--- src/hdl/fp32fma_pkg.sv ---
// Package for the binary32 fused multiply-add pipeline.
// Holds the transfer payload types, the pipeline depth and the binary32 constants.
// It has no dependencies.
package fp32fma_pkg;

  localparam int unsigned NUM_STAGES = 7;
  localparam int unsigned EXP_W = 12;

  localparam logic [31:0] DEFAULT_NAN = 32'h7FC0_0000;
  localparam logic [31:0] QUIET_BIT   = 32'h0040_0000;
  localparam logic [31:0] INF_BITS    = 32'h7F80_0000;

  typedef struct packed {
    logic [31:0] multiplicand;
    logic [31:0] multiplier;
    logic [31:0] addend;
    logic        last_in;
  } in_t;

  typedef struct packed {
    logic [31:0] sum_out;
    logic        last_out;
  } out_t;

  typedef struct packed {
    logic        spec;
    logic [31:0] res;
    logic        last;
  } ctl_t;

endpackage

--- src/hdl/fp32_fused_multiply_add.sv ---
// Seven-stage binary32 fused multiply-add with round-to-nearest-even.
// Depends on fp32fma_pkg for the payload types and the binary32 constants.
// Throughput is one transfer per cycle while the output is not stalled; every stage has its own valid bit
// and holds only while the stage after it is full and held, so bubbles close up.
// The asynchronous active-low reset clears the valid bits only.
module fp32_fused_multiply_add import fp32fma_pkg::*; (
  input  logic clk_i,
  input  logic rst_ni,
  input  logic in_valid_i,
  output logic in_stall_o,
  input  in_t  in_data_i,
  output logic out_valid_o,
  input  logic out_stall_i,
  output out_t out_data_o
);

  function automatic logic [5:0] lead48(input logic [47:0] x);
    logic [5:0] n;
    n = 6'd48;
    for (int i = 0; i < 48; i++) begin
      if (x[i]) n = 6'(47 - i);
    end
    return n;
  endfunction

  function automatic logic [5:0] top63(input logic [62:0] x);
    logic [5:0] n;
    n = 6'd0;
    for (int i = 0; i < 63; i++) begin
      if (x[i]) n = 6'(i);
    end
    return n;
  endfunction

  logic [NUM_STAGES-1:0] v_q;
  logic [NUM_STAGES-1:0] en;
  ctl_t                  ctl_q [NUM_STAGES-1];
  ctl_t                  ctl1_d, ctl4_d;

  always_comb begin
    en[NUM_STAGES-1] = !v_q[NUM_STAGES-1] || !out_stall_i;
    for (int k = NUM_STAGES - 2; k >= 0; k--) begin
      en[k] = !v_q[k] || en[k+1];
    end
  end

  assign in_stall_o  = !en[0];
  assign out_valid_o = v_q[NUM_STAGES-1];

  always_ff @(posedge clk_i or negedge rst_ni) begin
    if (!rst_ni) begin
      v_q <= '0;
    end else begin
      if (en[0]) v_q[0] <= in_valid_i;
      for (int k = 1; k < NUM_STAGES; k++) begin
        if (en[k]) v_q[k] <= v_q[k-1];
      end
    end
  end

  // Stage 1: classify, unpack and multiply.
  logic [31:0] a, b, c;
  logic        nan_a, nan_b, nan_c, inf_a, inf_b, inf_c, zero_a, zero_b, zero_c;
  logic        sp, sc;
  logic [23:0] ma, mb, mc;
  logic signed [EXP_W-1:0] ea, eb, ec;

  assign a = in_data_i.multiplicand;
  assign b = in_data_i.multiplier;
  assign c = in_data_i.addend;
  assign nan_a  = {1'b0, a[30:0]} > INF_BITS;
  assign nan_b  = {1'b0, b[30:0]} > INF_BITS;
  assign nan_c  = {1'b0, c[30:0]} > INF_BITS;
  assign inf_a  = {1'b0, a[30:0]} == INF_BITS;
  assign inf_b  = {1'b0, b[30:0]} == INF_BITS;
  assign inf_c  = {1'b0, c[30:0]} == INF_BITS;
  assign zero_a = a[30:0] == '0;
  assign zero_b = b[30:0] == '0;
  assign zero_c = c[30:0] == '0;
  assign sp = a[31] ^ b[31];
  assign sc = c[31];
  assign ma = {a[30:23] != '0, a[22:0]};
  assign mb = {b[30:23] != '0, b[22:0]};
  assign mc = {c[30:23] != '0, c[22:0]};
  assign ea = (a[30:23] == '0) ? -12'sd149 : $signed({4'b0, a[30:23]}) - 12'sd150;
  assign eb = (b[30:23] == '0) ? -12'sd149 : $signed({4'b0, b[30:23]}) - 12'sd150;
  assign ec = (c[30:23] == '0) ? -12'sd149 : $signed({4'b0, c[30:23]}) - 12'sd150;

  always_comb begin
    ctl1_d.last = in_data_i.last_in;
    ctl1_d.spec = 1'b1;
    ctl1_d.res  = c;
    if (nan_a) begin
      ctl1_d.res = a | QUIET_BIT;
    end else if (nan_b) begin
      ctl1_d.res = b | QUIET_BIT;
    end else if ((inf_a && zero_b) || (zero_a && inf_b)) begin
      ctl1_d.res = DEFAULT_NAN;
    end else if (nan_c) begin
      ctl1_d.res = c | QUIET_BIT;
    end else if (inf_a || inf_b) begin
      ctl1_d.res = (inf_c && (sc != sp)) ? DEFAULT_NAN : {sp, INF_BITS[30:0]};
    end else if (inf_c) begin
      ctl1_d.res = c;
    end else if (zero_a || zero_b) begin
      ctl1_d.res = zero_c ? {sp & sc, 31'b0} : c;
    end else begin
      ctl1_d.spec = 1'b0;
    end
  end

  logic [47:0] p1_q, p2_q;
  logic [23:0] mc1_q, mc2_q;
  logic signed [EXP_W-1:0] ep1_q, ec1_q, ep2_q, ec2_q;
  logic sp1_q, sc1_q, zc1_q, sp2_q, sc2_q, zc2_q;
  logic [5:0] shp2_q, shc2_q;

  always_ff @(posedge clk_i) begin
    if (en[0]) begin
      ctl_q[0] <= ctl1_d;
      p1_q     <= ma * mb;
      ep1_q    <= ea + eb;
      mc1_q    <= mc;
      ec1_q    <= ec;
      sp1_q    <= sp;
      sc1_q    <= sc;
      zc1_q    <= zero_c;
    end
  end

  // Stage 2: leading-zero counts of the product and the addend significand.
  always_ff @(posedge clk_i) begin
    if (en[1]) begin
      ctl_q[1] <= ctl_q[0];
      p2_q     <= p1_q;
      mc2_q    <= mc1_q;
      ep2_q    <= ep1_q;
      ec2_q    <= ec1_q;
      sp2_q    <= sp1_q;
      sc2_q    <= sc1_q;
      zc2_q    <= zc1_q;
      shp2_q   <= 6'd14 + lead48(p1_q);
      shc2_q   <= 6'd38 + lead48({mc1_q, 24'b0});
    end
  end

  // Stage 3: normalize both operands to bit 61 and order them by magnitude.
  logic [61:0] pn, cn;
  logic signed [EXP_W-1:0] epn, ecn;
  logic swap;
  logic [61:0] big3_q, small3_q;
  logic signed [EXP_W-1:0] e3_q, d3_q;
  logic s3_q, sub3_q;

  assign pn  = {14'b0, p2_q} << shp2_q;
  assign cn  = zc2_q ? '0 : ({38'b0, mc2_q} << shc2_q);
  assign epn = ep2_q - $signed({6'b0, shp2_q});
  assign ecn = ec2_q - $signed({6'b0, shc2_q});
  assign swap = !zc2_q && ((epn < ecn) || ((epn == ecn) && (pn < cn)));

  always_ff @(posedge clk_i) begin
    if (en[2]) begin
      ctl_q[2] <= ctl_q[1];
      big3_q   <= swap ? cn : pn;
      small3_q <= swap ? pn : cn;
      e3_q     <= swap ? ecn : epn;
      d3_q     <= zc2_q ? '0 : (swap ? (ecn - epn) : (epn - ecn));
      s3_q     <= swap ? sc2_q : sp2_q;
      sub3_q   <= !zc2_q && (sp2_q != sc2_q);
    end
  end

  // Stage 4: align the smaller operand with a sticky bit, then add or subtract.
  logic [61:0] small_j;
  logic [62:0] sum4;
  logic [62:0] sum4_q;
  logic signed [EXP_W-1:0] e4_q;
  logic s4_q;

  always_comb begin
    if (d3_q > 12'sd63) begin
      small_j = {61'b0, small3_q != '0};
    end else begin
      small_j = (small3_q >> d3_q[5:0]) |
                {61'b0, (small3_q & ((62'd1 << d3_q[5:0]) - 62'd1)) != '0};
    end
    sum4 = sub3_q ? ({1'b0, big3_q} - {1'b0, small_j}) : ({1'b0, big3_q} + {1'b0, small_j});
    ctl4_d = ctl_q[2];
    if (!ctl_q[2].spec && sub3_q && (sum4 == '0)) begin
      ctl4_d.spec = 1'b1;
      ctl4_d.res  = '0;
    end
  end

  always_ff @(posedge clk_i) begin
    if (en[3]) begin
      ctl_q[3] <= ctl4_d;
      sum4_q   <= sum4;
      e4_q     <= e3_q;
      s4_q     <= s3_q;
    end
  end

  // Stage 5: position of the leading one of the sum.
  logic [62:0] sum5_q;
  logic signed [EXP_W-1:0] e5_q;
  logic s5_q;
  logic [5:0] t5_q;

  always_ff @(posedge clk_i) begin
    if (en[4]) begin
      ctl_q[4] <= ctl_q[3];
      sum5_q   <= sum4_q;
      e5_q     <= e4_q;
      s5_q     <= s4_q;
      t5_q     <= top63(sum4_q);
    end
  end

  // Stage 6: rounding position, limited at the subnormal boundary.
  logic signed [EXP_W-1:0] sha, shlim, sh6;
  logic [62:0] sum6_q;
  logic signed [EXP_W-1:0] sh6_q, lsb6_q;
  logic s6_q;

  assign sha   = $signed({6'b0, t5_q}) - 12'sd23;
  assign shlim = -12'sd149 - e5_q;
  assign sh6   = (sha < shlim) ? shlim : sha;

  always_ff @(posedge clk_i) begin
    if (en[5]) begin
      ctl_q[5] <= ctl_q[4];
      sum6_q   <= sum5_q;
      sh6_q    <= sh6;
      lsb6_q   <= e5_q + sh6;
      s6_q     <= s5_q;
    end
  end

  // Stage 7: round to nearest even and pack.
  logic [24:0] q;
  logic [5:0]  shamt;
  logic [62:0] lsh;
  logic        rnd, sticky;
  logic signed [EXP_W-1:0] lsb7, be7, nsh;
  logic [31:0] res7;

  always_comb begin
    q      = '0;
    shamt  = sh6_q[5:0];
    nsh    = -sh6_q;
    lsh    = sum6_q << nsh[4:0];
    rnd    = 1'b0;
    sticky = 1'b0;
    if (sh6_q <= 12'sd0) begin
      q = lsh[24:0];
    end else if (sh6_q > 12'sd63) begin
      q = '0;
    end else begin
      q      = 25'(sum6_q >> shamt);
      rnd    = sum6_q[shamt - 6'd1];
      sticky = (sum6_q & ((63'd1 << (shamt - 6'd1)) - 63'd1)) != '0;
      if (rnd && (sticky || q[0])) q = q + 25'd1;
    end
    lsb7 = lsb6_q;
    if (q[24]) begin
      q    = q >> 1;
      lsb7 = lsb7 + 12'sd1;
    end
    be7 = lsb7 + 12'sd150;
    if (q[23]) begin
      if (be7 >= 12'sd255) begin
        res7 = {s6_q, INF_BITS[30:0]};
      end else begin
        res7 = {s6_q, be7[7:0], q[22:0]};
      end
    end else begin
      res7 = {s6_q, 8'b0, q[22:0]};
    end
  end

  always_ff @(posedge clk_i) begin
    if (en[6]) begin
      out_data_o.sum_out  <= ctl_q[5].spec ? ctl_q[5].res : res7;
      out_data_o.last_out <= ctl_q[5].last;
    end
  end

endmodule
--- config.mk ---
export PLATFORM = sky130hd
export DESIGN_NAME = fp32_fused_multiply_add
export DESIGN_NICKNAME = d
export VERILOG_FILES = /design/src/hdl/fp32fma_pkg.sv /design/src/hdl/fp32_fused_multiply_add.sv
export SDC_FILE = /design/constraint.sdc
export NUM_CORES = 2
export LEC_CHECK = 0
export BUFFER_PORTS_ARGS = -buffer_cell sky130_fd_sc_hd__buf_2
export CELL_PAD_IN_SITES_DETAIL_PLACEMENT = 0
export CELL_PAD_IN_SITES_GLOBAL_PLACEMENT = 2
export CORE_MARGIN = 2
export CORE_UTILIZATION = 43
export CTS_CLUSTER_DIAMETER = 60
export DETAILED_ROUTE_END_ITERATION = 12
export GPL_TIMING_DRIVEN = 1
export PLACE_DENSITY_LB_ADDON = 0.3
export SYNTH_ARGS = -nofsm -noshare
export SYNTH_HDL_FRONTEND = slang
export SYNTH_SLANG_ARGS = --single-unit
export TNS_END_PERCENT = 5
--- constraint.sdc ---
create_clock -name clk_i -period 13.5 [get_ports clk_i]
set_input_delay 0.675 -clock clk_i [delete_from_list [all_inputs] [get_ports clk_i]]
set_output_delay 0.675 -clock clk_i [all_outputs]
set_load 0.05 [all_outputs]
# After elaboration in Yosys (flattened, before gate mapping)
# Memories as Yosys holds them, arrays and structs flattened.
# Cells that the tools add are included.
# W data, S select, Z words.
# word_totals
register_bits	646
ramBits	204
out_inout_bits	35
memories	1
# op_classes
addsub	22
multipliers	1
order_cmp	11
eq_ne	6
n_shift	7
muxes	185
bitwise	5
reduce_logical	49
# mem_list
memory	depth	width	rd	rd_ports_with_merged_regs	write_ports	line	source
ctl_q	6	34	6	0	6	fp32_fused_multiply_add.sv:37	ctl_t ctl_q [NUM_STAGES-1];
# op_table
op	n
$mux W6	103
$mux W32	10
$mux W62	4
$reduce_bool A62 Y1	2
$eq A31 B31 Y1 const B	3
$gt A31 B31 Y1 const B	3
$logic_not A31 Y1	3
$mux W5	17
$mux W25	3
$mux W12	6
$add A62 B62 Y63	1
$and A63 B63 Y63	1
$logic_not A63 Y1	1
$mux W63	1
$reduce_bool A63 Y1	1
$shl A1 B6 Y63 const A	1
$shl A63 B5 Y25	1
$shr A63 B6 Y25	1
$sub A62 B62 Y63	1
$sub A63 B1 Y63 const B	1
$and A62 B62 Y62	1
$lt A62 B62 Y1	1
$mux W31	2
$or A62 B1 Y62	1
other kinds (45)	117

# Longest topological paths before layout
# logic_depth
ltp_word	61
depth_mapped	47
mapped_depth_nobuf	38

# Least setup slack after synthesis
# OpenSTA, ideal clock, no wires.
# synth_path
kind	reg-to-reg
start	register d3_q[0]
end	memory ctl_q[3][10] in the netlist's numbering, data pin
setup_time_ps	255
t_arrival_ps	10275
required_ps	13245
setup_slack_ps	2970
stages_incl_launch_ff	43
path_buffers	9
period_less_slack_ps	10530
cell_sequence	edfxtp_1 -> clkbuf_1 -> buf_2 -> buf_1 -> buf_2 -> clkbuf_1 -> buf_1 -> nand3_1 -> ha_1 -> clkbuf_1 -> clkbuf_1 -> o21ai_0 -> o21ai_0 -> a22oi_1 -> nand2_1 -> nor3_1 -> nand4_1 -> nor4_1 -> [... 7 more ...] -> a21boi_0 -> nand3_1 -> nor2_1 -> o21a_1 -> or3_1 -> a2111o_1 -> nand2_1 -> a2bb2oi_1 -> o21ai_0 -> xor2_1 -> or4_1 -> or4b_2 -> nor4_1 -> nand3_1 -> or4b_2 -> or4_1 -> clkbuf_1 -> and2_1
# synth_lines
item	line	source
start: declaration	fp32_fused_multiply_add.sv:152	logic signed [EXP_W-1:0] e3_q, d3_q;
start signal: assignment	fp32_fused_multiply_add.sv:167	d3_q <= zc2_q ? '0 : (swap ? (ecn - epn) : (epn - ecn));
end: declaration	fp32_fused_multiply_add.sv:37	

==> results summary <==
Global routing finished with a remaining overflow of 0. After floorplanning, the core was sized to cover around 180000 um2. The async set-or-reset flop fraction in the synthesized netlist came out at 0.00829. The die covers about 180000 um2.

For this run, the register share of the synthesized area comes to 0.325. The number of warnings issued by yosys is 0. The maximum achievable frequency came out at 0.0856 GHz.

In the layout the commonest cells are sky130_fd_sc_hd__nand2_1, sky130_fd_sc_hd__edfxtp_1, sky130_fd_sc_hd__inv_1, sky130_fd_sc_hd__nor2_1, sky130_fd_sc_hd__fa_1. Counting distinct cell types in the post-synthesis netlist gives around 100. The first detailed-routing pass ran for 6 iterations.

The clock sink count is roughly 840. The post-synthesis instance total came out at roughly 8k. The number of antenna violations at the first check in global routing is 18. For this configuration, the core starts out at a cell density of 0.432. A synthesized cell averages ~10 um2. The detailed-route DRC error count came out at 0. Of all cell types, the one taking the most synthesized area is sky130_fd_sc_hd__edfxtp_1. The hold violation count in the final report is 0. The worst hold margin is 0.153 ns. The clock latency on the worst-skew pair is ~0.71 ns. The net count after synthesis is ~9k. The path type of the worst min-delay path is input port to flip-flop. Yosys mapped a number of flops with a built-in enable equal to ~840. The total setup buffers inserted after CTS came out at 0. The number of buffers added by the clock tree synthesis step came out at 94.

The largest clock skew in the final design is a little over 0.03 ns. The register clock-pin slew on the reported worst setup and hold paths is approximately 0.06 ns. The category of the worst setup path capture point is a flip-flop.

The overall die height is 429 um. In this run, synthesis produced a sequential element count of 844. The pin count of the biggest net entering global routing is 106. The slowest stage of the critical path belongs to the cell sky130_fd_sc_hd__nor2_1. The total number of placement rows is between 150 and 200. The number of pins exceeding their max-slew limit in the final report was 0. Dividing the detail-routed wire length by the instance count gives between 20 and 30 um. Setup repair after global routing left no endpoint under its margin. The detailed-route wire length is 285 mm. The quantity of I/O buffers inserted on ports is roughly 140.

The worst path in the final design needs a cycle of 11.68 ns, including I/O delays and setup. Summed over all failing endpoints, the final setup total negative slack is 0 ns. On the worst path, the slowest cell contributes a delay of 0.70 ns.

The run finished with clean final reports. The via count of the routed design is ~63k. The setup slack of the most critical reg-to-reg path came out at approximately 1.8 ns.

The H-tree level count came out at 3. The required arrival time at the worst endpoint is ~14 ns. The area of the mapped netlist is ~80000 um2. TritonCTS built the clock tree.

The final layout contains 8856 nets. The relative max-transition margin came out at 0.102. STA classifies the critical path startpoint as a flip-flop. The first global-routing pass estimated ~420 mm of wire. The final estimated routing congestion in global placement is approximately 1. The layout overhead on the synthesized area came out at 7.50%. For this block, the initial DRC count from the detailed router was 6235. CTS placed an instance of sky130_fd_sc_hd__clkbuf_16 at the clock tree root.

Data arrives at the worst endpoint at roughly 12 ns. Leaving out fill and tap cells, the most frequent cell in the layout is sky130_fd_sc_hd__nand2_1. Dividing the final minimum period by the clock period gives 0.865.

After synthesis, the cell types taking the most area are sky130_fd_sc_hd__edfxtp_1, sky130_fd_sc_hd__fa_1, sky130_fd_sc_hd__ha_1. The boundary pin count came out at around 140. The via count of the first global-routing pass came to 62.3k. The most used flip-flop cell after synthesis is sky130_fd_sc_hd__edfxtp_1. For the pin with the worst max-slew slack, the measured transition is about 1.3 ns.

The fraction of synthesized cell area taken by the top area cell type came out at 0.323. The worst setup path is of the flip-flop to flip-flop kind. The largest driver fanout on the critical path came out at 33. Summed over all nets, the half-perimeter wirelength after detailed placement is ~220 mm. The share of post-route cells with drive strength above 1 came out at 0.0952. The chip width came out at approximately 430 um.

The remaining number of nets flagged by the antenna check after routing came out at 0. Setup violations remaining at the end of the flow were counted as 0. The count of maximum capacitance violations came out at 0. The per-cell via count in the routed design came out at between 6 and 7. The clock passes through at most 3 buffers.

The total track usage came out at 0.305.
-- layout make-up --
cell class | instances | area, um2
Antenna cell | 3 | 7.51
Clock buffer | 110 | 2430
Clock inverter | 64 | 616
Fill cell | 17300 | 96700
Inverter | 700 | 2630
Multi-Input combinational cell | 5975 | 48000
Sequential cell | 844 | 25300
Tap cell | 2370 | 2970
Timing Repair Buffer | 266 | 1670
-- registers in the layout, summed over array words and instances, names as in the netlist, 24 cells and up --
| register | flops |
|---|---|
| big3_q | 62 |
| ctl_q | 204 |
| mc1_q | 24 |
| mc2_q | 24 |
| out_data_o | 33 |
| p1_q | 48 |
| p2_q | 48 |
| small3_q | 62 |
| sum4_q | 63 |
| sum5_q | 63 |
| sum6_q | 63 |
-- per-layer routing --
metal  wire length (um)  GRT usage  share of wire  vias up
met5                 31          0        0.00011        -
met4              13500      0.131          0.047        4
met3              19000     0.0439          0.067      557
met2             138000      0.511           0.48     2430
met1             115000      0.393           0.40    31300
li1                   -          -              -    28200
-- metrics by stage --
step | cell area (um2) | setup slack, ns | utilization | instances
finish | 83700 | 1.82 | 0.464 | 10300
detailed placement | 80600 | 1.87 | 0.447 | 10200
global route | 83700 | 1.03 | 0.464 | 10300
CTS | 83700 | 1.84 | 0.464 | 10300
floorplan | 77800 | 2.97 | - | 8008
global placement | 80600 | 1.83 | 0.447 | 10200
-- kinds of logic (layout without fill, tap and decap cells) --
logic type / after synthesis / count (layout) / share of synthesized area
AOI/OAI and AO/OA: 1673 / 1673 / 0.138
DFF: 844 / 844 / 0.325
buffers and inverters: 1189 / 1140 / 0.0592
and+or+nand+nor: 2643 / 2643 / 0.160
adders and majority gates: 876 / 876 / 0.188
muxes: 497 / 497 / 0.0977
xor gates and xnor gates: 286 / 286 / 0.0323
other: 0 / 3 / 0
-- Yosys cell counts (18+ instances only) --
| cell | instances |
|---|---|
| sky130_fd_sc_hd__or2_2 | 41 |
| sky130_fd_sc_hd__buf_1 | 71 |
| sky130_fd_sc_hd__mux4_2 | 204 |
| sky130_fd_sc_hd__ha_1 | 385 |
| sky130_fd_sc_hd__o21a_1 | 41 |
| sky130_fd_sc_hd__fa_1 | 489 |
| sky130_fd_sc_hd__o21ai_0 | 385 |
| sky130_fd_sc_hd__or4_1 | 23 |
| sky130_fd_sc_hd__nand2b_1 | 96 |
| sky130_fd_sc_hd__a21boi_0 | 18 |
| sky130_fd_sc_hd__o22a_1 | 19 |
| sky130_fd_sc_hd__nor2_1 | 575 |
| sky130_fd_sc_hd__clkbuf_1 | 368 |
| sky130_fd_sc_hd__nor3_1 | 102 |
| sky130_fd_sc_hd__nand4_1 | 59 |
| sky130_fd_sc_hd__a31oi_1 | 70 |
| sky130_fd_sc_hd__mux2i_1 | 230 |
| sky130_fd_sc_hd__nand2_1 | 1023 |
| sky130_fd_sc_hd__nand3_1 | 128 |
| sky130_fd_sc_hd__o21bai_1 | 66 |
| sky130_fd_sc_hd__a21o_1 | 104 |
| sky130_fd_sc_hd__inv_1 | 684 |
| sky130_fd_sc_hd__edfxtp_1 | 837 |
| sky130_fd_sc_hd__buf_2 | 34 |
| sky130_fd_sc_hd__or3_1 | 44 |
| sky130_fd_sc_hd__mux2_2 | 63 |
| sky130_fd_sc_hd__nand3b_1 | 19 |
| sky130_fd_sc_hd__nor4_1 | 74 |
| sky130_fd_sc_hd__o211ai_1 | 41 |
| sky130_fd_sc_hd__o22ai_1 | 74 |
| sky130_fd_sc_hd__nor2b_1 | 61 |
| sky130_fd_sc_hd__and2_1 | 312 |
| sky130_fd_sc_hd__a22oi_1 | 51 |
| sky130_fd_sc_hd__xor2_1 | 104 |
| sky130_fd_sc_hd__o31ai_1 | 47 |
| sky130_fd_sc_hd__and3_1 | 25 |
| sky130_fd_sc_hd__a21oi_1 | 452 |
| sky130_fd_sc_hd__xnor2_1 | 181 |
| sky130_fd_sc_hd__a211oi_1 | 77 |
-- worst max-delay path, delay by kind of cell (launching register included) --
family | cells | cell delay (ns)
xor+xnor | 1 | 0.12
flops | 1 | 0.38
compound gates | 11 | 3.19
fa+ha+maj | 3 | 0.91
buf+inv | 1 | 0.28
simple gates | 22 | 6.50
-- final timing paths --
kind / cells past startpoint / end / startpoint
worst max-delay path: 38 / ctl_q[3][15]$_SDFFCE_PP0P_ / d3_q[0]$_SDFFCE_PP0P_
worst min register to register: 0 / sum6_q[27]$_DFFE_PP_ / sum5_q[27]$_DFFE_PP_
worst max register to register: 38 / ctl_q[3][15]$_SDFFCE_PP0P_ / d3_q[0]$_SDFFCE_PP0P_
worst min-delay path: 1 / ctl_q[0][0]$_DFFE_PN_ / in_data_i[0]
min in group asynchronous: 2 / v_q[6]$_DFFE_PN0P_ / rst_ni
max in group asynchronous: 2 / v_q[5]$_DFFE_PN0P_ / rst_ni
-- timing repair --
| action | in CTS | in global routing |
|---|---|---|
| hold buffers | 1 | 0 |
| hold endpoints to repair | 7 | 0 |
| resized for setup | 0 | 0 |
Power is left out: the tool's default activity adds up to more than one toggle a clock period on the data nets, which glitch-free logic cannot reach.
